<file path="config.mk">
export PLATFORM = sky130hd
export DESIGN_NAME = gregorian_date_add_days_unit
export DESIGN_NICKNAME = d
export VERILOG_FILES = /design/src/rtl/gdad_pkg.sv /design/src/rtl/gregorian_date_add_days_unit.sv
export SDC_FILE = /design/constraint.sdc
export NUM_CORES = 1
export LEC_CHECK = 0
export BUFFER_PORTS_ARGS = -buffer_cell sky130_fd_sc_hd__buf_4
export CORE_MARGIN = 4
export CORE_UTILIZATION = 50
export DETAILED_ROUTE_END_ITERATION = 12
export PLACE_DENSITY = 0.79
export SYNTH_ARGS = -nofsm -noshare
export SYNTH_HDL_FRONTEND = slang
export SYNTH_SLANG_ARGS = --single-unit
export TNS_END_PERCENT = 100
</file>
<file path="constraint.sdc">
create_clock -name clk -period 6 [get_ports clk]
set_input_delay 0.9 -clock clk [delete_from_list [all_inputs] [get_ports clk]]
set_output_delay 0.9 -clock clk [all_outputs]
set_load 0.02 [all_outputs]
</file>
<file path="src/rtl/gdad_pkg.sv">
// gdad_pkg: shared widths, constants and month length table for the date adder
package gdad_pkg;

  // field widths
  localparam int DAY_W   = 5;
  localparam int MONTH_W = 4;
  localparam int YEAR_W  = 14;
  localparam int ADD_W   = 15;
  localparam int ACC_W   = 16;
  localparam int C100_W  = 7;
  localparam int CENT_W  = 2;

  // packed stream widths
  localparam int S_DATA_W = 40;
  localparam int M_DATA_W = 24;

  // month codes and calendar constants
  localparam logic [MONTH_W-1:0] MONTH_JAN = 4'd1;
  localparam logic [MONTH_W-1:0] MONTH_FEB = 4'd2;
  localparam logic [MONTH_W-1:0] MONTH_DEC = 4'd12;
  localparam logic [ACC_W-1:0]   FOUR_CENTURIES = 16'd400;
  localparam logic [ACC_W-1:0]   ONE_CENTURY    = 16'd100;
  localparam logic [C100_W-1:0]  LAST_IN_CENTURY = 7'd99;
  localparam logic [YEAR_W-1:0]  YEAR_MAX = {YEAR_W{1'b1}};

  // days in month m, zero for codes that are no month
  function automatic logic [DAY_W-1:0] month_days(input logic [MONTH_W-1:0] m,
                                                  input logic leap);
    logic [DAY_W-1:0] d;
    case (m)
      4'd1:    d = 5'd31;
      4'd2:    d = leap ? 5'd29 : 5'd28;
      4'd3:    d = 5'd31;
      4'd4:    d = 5'd30;
      4'd5:    d = 5'd31;
      4'd6:    d = 5'd30;
      4'd7:    d = 5'd31;
      4'd8:    d = 5'd31;
      4'd9:    d = 5'd30;
      4'd10:   d = 5'd31;
      4'd11:   d = 5'd30;
      4'd12:   d = 5'd31;
      default: d = 5'd0;
    endcase
    return d;
  endfunction

endpackage

</file>
<file path="src/rtl/gregorian_date_add_days_unit.sv">
// gregorian_date_add_days_unit: adds a day count to a Gregorian date, one month per cycle
//
// Input stream (s_*): one transaction carries start day, month, year and the number of
// days to add. Output stream (m_*): one transaction per input with the resulting date.
// The block holds one date at a time; s_tready is high only while the sequencer is idle.
// Steps, in order: year mod 400 by subtracting 400 repeatedly, the century digit by
//   subtracting 100, the sum of day and count, the day-of-year over the months before
//   the start month, the month walk, and the result load.
// The month walk dominates: one shared adder/subtractor takes one month length per
// cycle. The same unit does every step.
// Leap years come from a year-within-century counter and a century counter mod 4,
// seeded by repeated subtraction and stepped as the walk crosses into a new year.
// The result sits in an output register; a new input is taken while it waits.
// If the receiver stalls with a result still waiting, the next finished result holds
// the sequencer until the register frees up; nothing is dropped.
// Reset (rst, synchronous) returns the sequencer to idle and clears m_tvalid.
module gregorian_date_add_days_unit
  import gdad_pkg::*;
(
  input  logic                clk,
  input  logic                rst,
  input  logic                s_tvalid,
  output logic                s_tready,
  // s_tdata: start_day[4:0], start_month[8:5], start_year[22:9], days_to_add[37:23]
  input  logic [S_DATA_W-1:0] s_tdata,
  output logic                m_tvalid,
  input  logic                m_tready,
  // m_tdata: result_day[4:0], result_month[8:5], result_year[22:9]
  output logic [M_DATA_W-1:0] m_tdata
);

  typedef enum logic [5:0] {
    ST_IDLE   = 6'b000001,
    ST_MOD400 = 6'b000010,
    ST_MOD100 = 6'b000100,
    ST_LOAD   = 6'b001000,
    ST_DOY    = 6'b010000,
    ST_WALK   = 6'b100000
  } state_t;

  state_t              state;
  logic [ACC_W-1:0]    acc;
  logic [DAY_W-1:0]    day;
  logic [MONTH_W-1:0]  month;
  logic [YEAR_W-1:0]   year;
  logic [ADD_W-1:0]    add;
  logic [MONTH_W-1:0]  m;
  logic [C100_W-1:0]   c100;
  logic [CENT_W-1:0]   cent;

  logic [DAY_W-1:0]    res_day;
  logic [MONTH_W-1:0]  res_month;
  logic [YEAR_W-1:0]   res_year;

  logic                leap;
  logic [DAY_W-1:0]    len;
  logic [ACC_W-1:0]    alu_a;
  logic [ACC_W-1:0]    alu_b;
  logic                alu_sub;
  logic [ACC_W:0]      alu_res;
  logic                borrow;
  logic                walk_more;
  logic                out_free;
  logic                finish;
  logic                in_xact;

  // handshake
  assign s_tready = (state == ST_IDLE) && !rst;
  assign in_xact  = s_tvalid && s_tready;
  assign out_free = !m_tvalid || m_tready;

  // leap rule from year-within-century and century mod 4
  assign leap = ((c100[1:0] == 2'd0) && (c100 != '0)) || ((c100 == '0) && (cent == '0));
  assign len  = month_days(m, leap);

  // shared adder/subtractor operand selection
  always_comb begin
    alu_a   = acc;
    alu_b   = '0;
    alu_sub = 1'b0;
    case (state)
      ST_MOD400: begin
        alu_b   = FOUR_CENTURIES;
        alu_sub = 1'b1;
      end
      ST_MOD100: begin
        alu_b   = ONE_CENTURY;
        alu_sub = 1'b1;
      end
      ST_LOAD: begin
        alu_a = {{(ACC_W-ADD_W){1'b0}}, add};
        alu_b = {{(ACC_W-DAY_W){1'b0}}, day};
      end
      ST_DOY: begin
        alu_b = {{(ACC_W-DAY_W){1'b0}}, len};
      end
      ST_WALK: begin
        alu_b   = {{(ACC_W-DAY_W){1'b0}}, len};
        alu_sub = 1'b1;
      end
      default: begin
        alu_b = '0;
      end
    endcase
  end

  assign alu_res   = alu_sub ? ({1'b0, alu_a} - {1'b0, alu_b}) : ({1'b0, alu_a} + {1'b0, alu_b});
  assign borrow    = alu_res[ACC_W];
  assign walk_more = !borrow && (alu_res[ACC_W-1:0] != '0);
  assign finish    = (state == ST_WALK) && !walk_more && out_free;

  // sequencer
  always_ff @(posedge clk) begin
    if (rst) begin
      state <= ST_IDLE;
    end else begin
      case (state)
        ST_IDLE: begin
          if (in_xact) begin
            state <= ST_MOD400;
          end
        end
        ST_MOD400: begin
          if (borrow) begin
            state <= ST_MOD100;
          end
        end
        ST_MOD100: begin
          if (borrow) begin
            state <= ST_LOAD;
          end
        end
        ST_LOAD: begin
          state <= ST_DOY;
        end
        ST_DOY: begin
          if (!((m < month) && (m <= MONTH_DEC))) begin
            state <= ST_WALK;
          end
        end
        ST_WALK: begin
          if (finish) begin
            state <= ST_IDLE;
          end
        end
        default: begin
          state <= ST_IDLE;
        end
      endcase
    end
  end

  // datapath registers
  always_ff @(posedge clk) begin
    case (state)
      ST_IDLE: begin
        if (in_xact) begin
          day   <= s_tdata[4:0];
          month <= s_tdata[8:5];
          year  <= s_tdata[22:9];
          add   <= s_tdata[37:23];
          acc   <= {{(ACC_W-YEAR_W){1'b0}}, s_tdata[22:9]};
          cent  <= '0;
        end
      end
      ST_MOD400: begin
        if (!borrow) begin
          acc <= alu_res[ACC_W-1:0];
        end
      end
      ST_MOD100: begin
        if (!borrow) begin
          acc  <= alu_res[ACC_W-1:0];
          cent <= cent + 1'b1;
        end else begin
          c100 <= acc[C100_W-1:0];
        end
      end
      ST_LOAD: begin
        acc <= alu_res[ACC_W-1:0];
        m   <= MONTH_JAN;
      end
      ST_DOY: begin
        if ((m < month) && (m <= MONTH_DEC)) begin
          acc <= alu_res[ACC_W-1:0];
          m   <= m + 1'b1;
        end else begin
          m <= MONTH_JAN;
        end
      end
      ST_WALK: begin
        if (walk_more) begin
          acc <= alu_res[ACC_W-1:0];
          if (m == MONTH_DEC) begin
            m <= MONTH_JAN;
            // new year: wrap of the year field restarts the leap counters at year zero
            if (year == YEAR_MAX) begin
              year <= '0;
              c100 <= '0;
              cent <= '0;
            end else begin
              year <= year + 1'b1;
              if (c100 == LAST_IN_CENTURY) begin
                c100 <= '0;
                cent <= cent + 1'b1;
              end else begin
                c100 <= c100 + 1'b1;
              end
            end
          end else begin
            m <= m + 1'b1;
          end
        end
      end
      default: begin
        acc <= acc;
      end
    endcase
  end

  // result register payload
  always_ff @(posedge clk) begin
    if (finish) begin
      res_day   <= acc[DAY_W-1:0];
      res_month <= m;
      res_year  <= year;
    end
  end

  // result register valid
  always_ff @(posedge clk) begin
    if (rst) begin
      m_tvalid <= 1'b0;
    end else if (finish) begin
      m_tvalid <= 1'b1;
    end else if (m_tready) begin
      m_tvalid <= 1'b0;
    end
  end

  assign m_tdata = {{(M_DATA_W-DAY_W-MONTH_W-YEAR_W){1'b0}}, res_year, res_month, res_day};

endmodule

</file>
* Word level (Yosys, flattened, before mapping) *
Index checks and enable logic that the tools add are counted.

word-level totals
  bits in registers = 97
  logic and storage cells = 130
  output and inout port bits = 26

cells by class
  add/sub/neg operators = 6
  equal/unequal tests = 31
  reduce and logical (&&, ||, !) cells = 37
  muxes and demuxes = 41
  $lt $le $gt $ge = 2

operator list
  operator                                                                count
  16-bit 2-to-1 mux                                                       5
  16-bit one-hot mux with 5 select lines                                  1
  14-bit 2-to-1 mux                                                       4
  6-bit one-hot mux with 6 select lines                                   1
  9-bit one-hot mux with 4 select lines                                   1
  7-bit 2-to-1 mux                                                        5
  6-bit 2-to-1 mux                                                        5
  14-bit one-hot mux with 2 select lines                                  1
  4-bit equality test (second input constant)                             5
  2-bit != test (second input constant)                                   9
  16-bit by 16-bit adder with 17-bit output                               1
  17-bit 2-to-1 mux                                                       1
  16-bit by 16-bit subtractor with 17-bit output                          1
  4-bit by 3-bit equality test with 1-bit output (second input constant)  4
  16-bit nonzero test                                                     1
  5-bit one-hot mux with 3 select lines                                   1
  14-bit by 1-bit adder with 14-bit output (second input constant)        1
  14-bit equality test (second input constant)                            1
  7-bit one-hot mux with 2 select lines                                   1
  2-bit 2-to-1 mux                                                        6
  4-bit 2-to-1 mux                                                        3
  4-bit one-hot mux with 3 select lines                                   1
  5-bit AND reduction                                                     2
  4-bit by 2-bit equality test with 1-bit output (second input constant)  2
  33 further kinds                                                        54

* Longest topological paths before layout *
Gate-level depths: netlist of run 1.

  word-level depth = 15
  gate-level depth with buffers = 21
  depth with buffers taken out = 20

* Worst setup path after synthesis of run 1 *
OpenSTA, ideal clock, no wires.

  path kind = register to register
  from = reg state[5]
  to = reg res_day[0], enable pin
  arrival time = 6196 ps
  cell stages (with the launch flop) = 18
  period minus slack after synthesis = 6628 ps
  data required time = 5568 ps
  path slack = -628 ps
  path through = dfxtp_1 -> buf_2 -> or4_1 -> nor3b_1 -> buf_2 -> a211oi_1 -> and3_1 -> or2_2 -> and2_1 -> ha_1 -> and3_1 -> a221oi_4 -> nor3_2 -> or3_4 -> or4_4 -> nor4b_2 -> a41oi_1 -> nor3_1

on the way
  longest elaborated chain between the ends = 10

ends and longest elaborated chain
  item                                                                                                                line                                                                     source
  from (decl)                                                                                                         gregorian_date_add_days_unit.sv:41                                       state_t state;
  from (signal assigned)                                                                                              gregorian_date_add_days_unit.sv:115                                      state <= ST_IDLE;
  from (signal assigned)                                                                                              gregorian_date_add_days_unit.sv:120                                      state <= ST_MOD400;
  from (signal assigned)                                                                                              gregorian_date_add_days_unit.sv:125                                      state <= ST_MOD100;
  6-bit equality test / 6-bit by 5-bit equality test with 1-bit output (equally long branches)                        gregorian_date_add_days_unit.sv:81, gregorian_date_add_days_unit.sv:110
  2-bit OR reduction (no source line)                                                                                 -
  9-bit one-hot mux with 4 select lines                                                                               gregorian_date_add_days_unit.sv:81                                       case (state)
  16-bit by 16-bit adder with 17-bit output / 16-bit by 16-bit subtractor with 17-bit output (equally long branches)  gregorian_date_add_days_unit.sv:107                                      assign alu_res = alu_sub ? ({1'b0, alu_a} - {1'b0, alu_b}) : ({1'b0, alu_a} + {1'b0, alu_b});
  17-bit 2-to-1 mux                                                                                                   gregorian_date_add_days_unit.sv:107
  16-bit nonzero test / 1-bit zero test (equally long branches)                                                       -
  1-bit logical AND                                                                                                   gregorian_date_add_days_unit.sv:109                                      assign walk_more = !borrow && (alu_res[ACC_W-1:0] != '0);
  1-bit zero test                                                                                                     gregorian_date_add_days_unit.sv:110                                      assign finish = (state == ST_WALK) && !walk_more && out_free;
  1-bit logical AND * (2 in series)                                                                                   gregorian_date_add_days_unit.sv:110
  net finish                                                                                                          gregorian_date_add_days_unit.sv:64                                       logic finish;
  to (signal assigned)                                                                                                gregorian_date_add_days_unit.sv:224                                      res_day <= acc[DAY_W-1:0];
  to (decl)                                                                                                           gregorian_date_add_days_unit.sv:51                                       logic [DAY_W-1:0] res_day;

Mark *: on every way through the listed nets, which the timed path passes. The rest lies on a longest branch.
A chain may end at the register's enable or synchronous reset.

* Worst setup path after layout of run 1 *
  from = reg m[1]
  to = reg res_year[6], enable pin

on the way
  longest elaborated chain between the ends = 11

ends and longest elaborated chain
  item                                                                                                                line                                 source
  from (decl)                                                                                                         gregorian_date_add_days_unit.sv:47   logic [MONTH_W-1:0] m;
  from (signal assigned)                                                                                              gregorian_date_add_days_unit.sv:186  m <= m + 1'b1;
  from (signal assigned)                                                                                              gregorian_date_add_days_unit.sv:211  m <= m + 1'b1;
  4-bit equality test, or another cell as far along                                                                   gdad_pkg.sv:30                       case (m)
  7-bit OR reduction (no source line) / 4-bit OR reduction (equally long branches)                                    -
  5-bit one-hot mux with 3 select lines *                                                                             gdad_pkg.sv:30
  9-bit one-hot mux with 4 select lines *                                                                             gregorian_date_add_days_unit.sv:81
  16-bit by 16-bit adder with 17-bit output / 16-bit by 16-bit subtractor with 17-bit output (equally long branches)  gregorian_date_add_days_unit.sv:107
  17-bit 2-to-1 mux *                                                                                                 gregorian_date_add_days_unit.sv:107
  16-bit nonzero test / 1-bit zero test (equally long branches)                                                       -
  1-bit logical AND *                                                                                                 gregorian_date_add_days_unit.sv:109
  1-bit zero test *                                                                                                   gregorian_date_add_days_unit.sv:110
  1-bit logical AND * (2 in series)                                                                                   gregorian_date_add_days_unit.sv:110
  net finish                                                                                                          gregorian_date_add_days_unit.sv:64
  to (signal assigned)                                                                                                gregorian_date_add_days_unit.sv:226  res_year <= year;
  to (decl)                                                                                                           gregorian_date_add_days_unit.sv:53   logic [YEAR_W-1:0] res_year;

Marked as above.

==> results of run 1 <==
cell families after synthesis:
| kind of cell | synth area share, % |
|---|---|
| DFF | 49.4 |
| and+or+nand+nor | 19.4 |
| other | 0.0652 |
| adders and majority gates | 7.09 |
| xor gates and xnor gates | 5.33 |
| AOI/OAI and AO/OA | 13.5 |
| buffers and inverters | 3.17 |
| muxes | 2.09 |
worst max-delay path, stage by stage (launching register included):
cell      delay [ns]
edfxtp_1        0.46
inv_1           0.13
ha_1            0.25
nor4_1          0.42
o221ai_2        0.20
o21a_1          0.26
a211oi_2        0.27
nor3b_2         0.23
and3_1          0.27
or2_2           0.16
and2_1          0.12
ha_1            0.30
and3_1          0.21
a221oi_4        0.29
nor3_2          0.07
or3_4           0.41
or4_4           0.54
nor4b_2         0.27
a41oi_2         0.22
nor3_4          0.21
buf_12          0.20
where the power goes:
part | internal, W | switching (W) | total [W]
logic | 0.000210 | 0.000322 | 0.000532
clock network | 0.000294 | 0.000277 | 0.000571
registers | 0.000800 | 0.0000299 | 0.000830
total | 0.00131 | 0.000629 | 0.00193
repair_timing:
action	in CTS	in global routing
endpoints found under the hold margin	0	0
setup endpoints to repair	0	66
gates resized for setup	0	9
setup buffers	0	3
final cells by class:
type | instances | share of cell area [%]
Clock inverter | 7 | 1.06
Clock buffer | 9 | 3.30
Timing Repair Buffer | 81 | 9.09
Sequential cell | 97 | 41.6
Multi-Input combinational cell | 429 | 41.0
Tap cell | 140 | 2.57
Inverter | 25 | 1.37
sequential cells by signal (all words and copies together) (netlist names), 4 cells and up:
register,flops
add,15
res_month,4
res_year,14
month,4
acc,16
state,6
c100,7
res_day,5
m,4
day,5
year,14
routing by layer:
metal / vias up / global-route usage, % / share of wire [%]
li1: 2219 / - / -
met1: 2106 / 28.8 / 45
met2: 195 / 31.6 / 46
met3: 15 / 3.53 / 7.8
met4: 0 / 7.20 / 1.6
met5: - / 0 / 0
cells in the final DEF (no fill, tap or decap), types with 9 or more instances in the layout:
cell       count
nand2_1       96
edfxtp_1      90
buf_4         80
o21ai_0       45
nor2_1        39
ha_1          31
a21oi_1       27
inv_1         25
xor2_1        18
xnor2_1       17
nand3_1       15
or2_2          9
clkbuf_16      9
metrics by stage:
step	cells	setup TNS (ns)	hold WS [ns]	utilization [%]	power [W]
4_1_cts	785	0	0.497	61.2	0.00193
2_1_floorplan	573	0	0.449	-	0.00121
3_3_place_gp	769	0	0.481	58.5	0.00135
3_5_place_dp	769	0	0.480	58.5	0.00136
5_1_grt	788	-1.78	0.530	61.9	0.00203
6_report	788	0	0.499	61.9	0.00193
final timing paths:
check / start / end / slack [ns]
worst max-delay path: m[1] / res_year[6] / 0.20
worst min-delay path: year[1] / res_year[1] / 0.50
worst max register to register: m[1] / res_year[6] / 0.20
worst min register to register: year[1] / res_year[1] / 0.50
==> results.json, run 1 <==
{
  "ys_ff_latch": 97,
  "fp.dieW_um": 115,
  "yosysUniqueCellTypes": 63,
  "place_congestion": 0.915,
  "synth_top_area_share_pct": 47.0,
  "ys_seq_area_share_pct": 49.4,
  "clkLatencyLatePin_ns": 0.35,
  "rows": 38,
  "max-cap-violations": 0,
  "cts_buffers": 9,
  "antenna_found_initial": 0,
  "setup_viol": 0,
  "fin_crit_ns": 5.80,
  "synth_nets": 649,
  "drc_errors": 0,
  "seqCellArea_um2": 2840,
  "power.density_nw_per_um2": 283,
  "dpl.hpwl_mm": 9.98,
  "gr-total-overflow": 0,
  "power_leakage_nw": 2.64,
  "ant_nets": 0,
  "first_pass_iters": 5,
  "drive_gt1_share_pct": 20.5,
  "hold_path_class": "reg2reg",
  "htree_levels": 3,
  "first_iter_violations": 399,
  "period_share_pct": 96.7,
  "diodes": 0,
  "fmax_mhz": 172,
  "worstSetupPathType": "reg2reg",
  "postSynthAreaPerCell_um2": 10.0,
  "grt_first_pass_wirelength_mm": 21.3,
  "wl_mm": 13.3,
  "grt_usage_pct": 20.3,
  "start_kind": "flop",
  "synth_cells": 573,
  "finClkSkew_ns": 0.0101,
  "tritoncts": "yes",
  "initial_utilization_pct": 52.2,
  "synth_top_flop_cell": "edfxtp_1",
  "grt_max_degree": 32,
  "grt_pass1_vias": 4337,
  "endpoint_kind": "flop",
  "yosysMostFrequentCell": "nand2_1",
  "fillers": 921,
  "ir_worst_vdd_v": 0.000150,
  "r2r_cells": 20,
  "drt-vias-per-instance": 5.76,
  "relSlewSlack_pct": 50.6,
  "yosys_warnings": 0,
  "cts-root-buf": "clkbuf_16",
  "report.final.slew_viol_count": 0,
  "worst_slack_ns": 0.197,
  "io_pins": 70,
  "crit_path_max_fanout": 23,
  "synth-edff-count": 90,
  "die_height_um": 115,
  "syn2layout_area_growth_pct": 18.7,
  "critPathArrivalTime_ns": 5.86,
  "cts_buffer_depth": 2,
  "wl_per_cell_um": 16.8,
  "netlist_top_cells_count": "96 x nand2_1, 90 x edfxtp_1, 45 x o21ai_0",
  "synth_area_leader_cell": "edfxtp_1",
  "numClockSinks": 97,
  "finalHoldViolCount": 0,
  "portBuffers": 66,
  "async_reset_ff_share_pct": 0,
  "dieArea_um2": 13300,
  "fin_nets": 719,
  "hold_depth": 0,
  "ctsHoldBuffers": 0,
  "finalInstanceArea_um2": 6830,
  "vias": 4535,
  "coreArea_um2": 11000,
  "clk_pin_slew_ns": 0.07,
  "synth_area_leaders": "edfxtp_1 47%, ha_1 6.7%, nand2_1 6.3%",
  "syn-cell-area_um2": 5750,
  "run_status": "finished clean",
  "dp_slack_ns": 0.100,
  "worst-slew-pin-transition_ns": 0.741,
  "worstPathRequired_ns": 6.06,
  "multi_input_area_um2": 2800,
  "postPlaceCellArea_um2": 6460
}
Note: power is estimated with default switching activity, not from simulation.
==> run 2, diff against run 1 <==
- clock period: 6 -> 5.1 ns (I/O delays scaled with it)
==> run 2 against run 1 <==
  * Critical endpoint is now res_day[1]
  * Register-to-register slack lost 0.35 ns
  * Clock skew down 0.00090 ns
  * Count of clock-buffer cells in the layout unchanged
  * Clock power increased by 28%
  * Worst hold slack improved by 0.011 ns
  * Fmax is 10% higher
  * Cell count grew 8.4%
  * Core utilization increased by 8.1 points
  * Power rose by 32%
  * The run now ends with negative setup slack left
  * Combinational power grew 59%
==> results.json, run 2 (synthesis results as in run 1) <==
{
  "largestRegisters": "acc: 16 flops, add: 15 flops",
  "numClockSinks": 97,
  "wl_per_cell_um": 17.8,
  "rsz0062_at_grt": "true",
  "hp-start": "year[1]",
  "min_to": "res_year[1]",
  "rr_startpoint": "m[0]",
  "antenna_found_initial": 0,
  "largest_reg_flops": 16,
  "clkLatencyLatePin_ns": 0.36,
  "fin_nets": 785,
  "worstSetupPathType": "reg2reg",
  "ir_worst_vdd_v": 0.000179,
  "max-cap-violations": 0,
  "crit_path_max_fanout": 6,
  "worst_slack_ns": -0.158,
  "drc_errors": 0,
  "hold_path_class": "reg2reg",
  "fillers": 792,
  "grt_usage_pct": 22.4,
  "layout_common_cells": "139 x buf_4, 94 x nand2_1, 90 x edfxtp_1, 41 x o21ai_0, 35 x nor2_1",
  "p_sw_w": 0.000822,
  "fin_cells": 854,
  "internal-power_w": 0.00173,
  "largest_register": "acc",
  "cts_buffer_depth": 2,
  "dieArea_um2": 13300,
  "finalHoldViolCount": 0,
  "violations": "negative setup slack",
  "period_share_pct": 103,
  "syn2layout_area_growth_pct": 34.1,
  "fp.dieW_um": 115,
  "htree_levels": 3,
  "power_leakage_nw": 3.05,
  "finalInstanceArea_um2": 7720,
  "finClkSkew_ns": 0.00924,
  "power.density_nw_per_um2": 331,
  "grt_pass1_vias": 4703,
  "report.final.slew_viol_count": 0,
  "first_pass_iters": 7,
  "clockPowerShare_pct": 28.6,
  "endpoint_kind": "flop",
  "numPlacedInstances": 822,
  "place_congestion": 0.952,
  "drive_gt1_share_pct": 34.5,
  "fmax_mhz": 190,
  "relSlewSlack_pct": 48.5,
  "vias": 4954,
  "tritoncts": "yes",
  "coreArea_um2": 11000,
  "grt_first_pass_wirelength_mm": 23.3,
  "die_height_um": 115,
  "clk_pin_slew_ns": 0.07,
  "critPathArrivalTime_ns": 5.33,
  "ctsHoldBuffers": 0,
  "portBuffers": 66,
  "r2r_cells": 21,
  "gr-total-overflow": 0,
  "reg2reg_slack_ns": -0.16,
  "run_status": "finished, violations left",
  "seqPwrFrac_pct": 38.2,
  "dpl.hpwl_mm": 10.6,
  "cts-root-buf": "clkbuf_16",
  "timing.rr.end": "res_day[1]",
  "ant_nets": 0,
  "start_kind": "flop",
  "rows": 38,
  "grt_max_degree": 32,
  "drt-vias-per-instance": 5.80,
  "wl_mm": 15.2,
  "io_pins": 70,
  "worst-slew-pin-transition_ns": 0.772,
  "combPwrFrac_pct": 33.2,
  "sw_frac_of_total_pct": 32.2,
  "dp_slack_ns": -0.204,
  "diodes": 0,
  "postPlaceCellArea_um2": 6980,
  "hold_depth": 0,
  "initial_utilization_pct": 52.2,
  "fin_crit_ns": 5.26,
  "first_iter_violations": 401,
  "worstPathRequired_ns": 5.17,
  "cts_buffers": 9,
  "setup_viol": 53,
  "final_common_cell": "buf_4"
}
==> run 2: cell types whose count changed in the layout (fill, tap and decap cells not counted), sizes merged <==
cell      change
clkinvlp      -1
bufinv        +1
buf          +66
==> run 2: how the worst max path moves through the flow <==
| stage | startpoint | endpoint | slack, ns | cells past startpoint |
|---|---|---|---|---|
| 6_report | m[0] | res_day[1] | -0.16 | 21 |
| 5_1_grt | m[1] | res_day[1] | -0.33 | 21 |
| 4_1_cts | m[0] | res_day[1] | -0.06 | 21 |
| 3_5_place_dp | m[0] | res_year[10] | -0.20 | 20 |
| 3_3_place_gp | m[0] | year[10] | -0.07 | 19 |
| 2_1_floorplan | state[5] | res_day[0] | -0.14 | 17 |
==> run 2: critical path: stages (launching register included) <==
cell and delay (ns):
edfxtp_1 0.50, inv_2 0.12, ha_4 0.19, nor4_4 0.28, o221ai_2 0.18, o21a_2 0.27
a211oi_2 0.23, nor3b_4 0.26, and3_4 0.22, ha_1 0.23, a21oi_2 0.18, ha_4 0.24
buf_4 0.15, nand2_2 0.06, nor3_2 0.04, or3_4 0.38, or4_4 0.44, nor4b_4 0.28
a41oi_2 0.22, nor3_4 0.20, buf_6 0.17, buf_16 0.13
==> run 2: routing by layer <==
metal	global-route usage, %	part of all wire (%)	up-vias
met5	0	0	-
met4	8.37	2.0	0
met3	3.00	6.5	26
met2	38.0	50	211
met1	29.4	42	2368
li1	-	-	2349
==> run 2: timing repair <==
item	CTS	global route
resized for setup	26	36
hold endpoints to repair	0	0
pin swaps	6	12
setup endpoints to repair	67	70
setup buffers	8	5
gates cloned	2	1
==> run 2: power by group through the flow <==
stage	Sequential (W)	Combinational, W	Clock (W)
final	0.000975	0.000847	0.000729
after floorplan	0.000981	0.000464	0
after detailed placement	0.000991	0.000737	0
after CTS	0.000974	0.000764	0.000728
after global routing	0.000979	0.000915	0.000759
after global placement	0.000987	0.000722	0
==> run 2: layout make-up <==
class	count	area (µm²)	area share [%]
Tap cell	140	175	2.27
Multi-Input combinational cell	429	3090	40.0
Clock buffer	9	225	2.92
Timing Repair Buffer	147	1190	15.5
Clock inverter	7	97.6	1.26
Inverter	25	93.8	1.22
Sequential cell	97	2840	36.8
==> run 2: through the flow <==
step / util (%) / setup TNS (ns) / hold slack, ns / total power [W]
2_1_floorplan: - / -3.16 / 0.449 / 0.00145
3_3_place_gp: 63.3 / -1.66 / 0.478 / 0.00171
3_5_place_dp: 63.3 / -11.73 / 0.485 / 0.00173
4_1_cts: 68.4 / -0.937 / 0.502 / 0.00247
5_1_grt: 70.0 / -13.49 / 0.521 / 0.00265
6_report: 70.0 / -3.46 / 0.510 / 0.00255
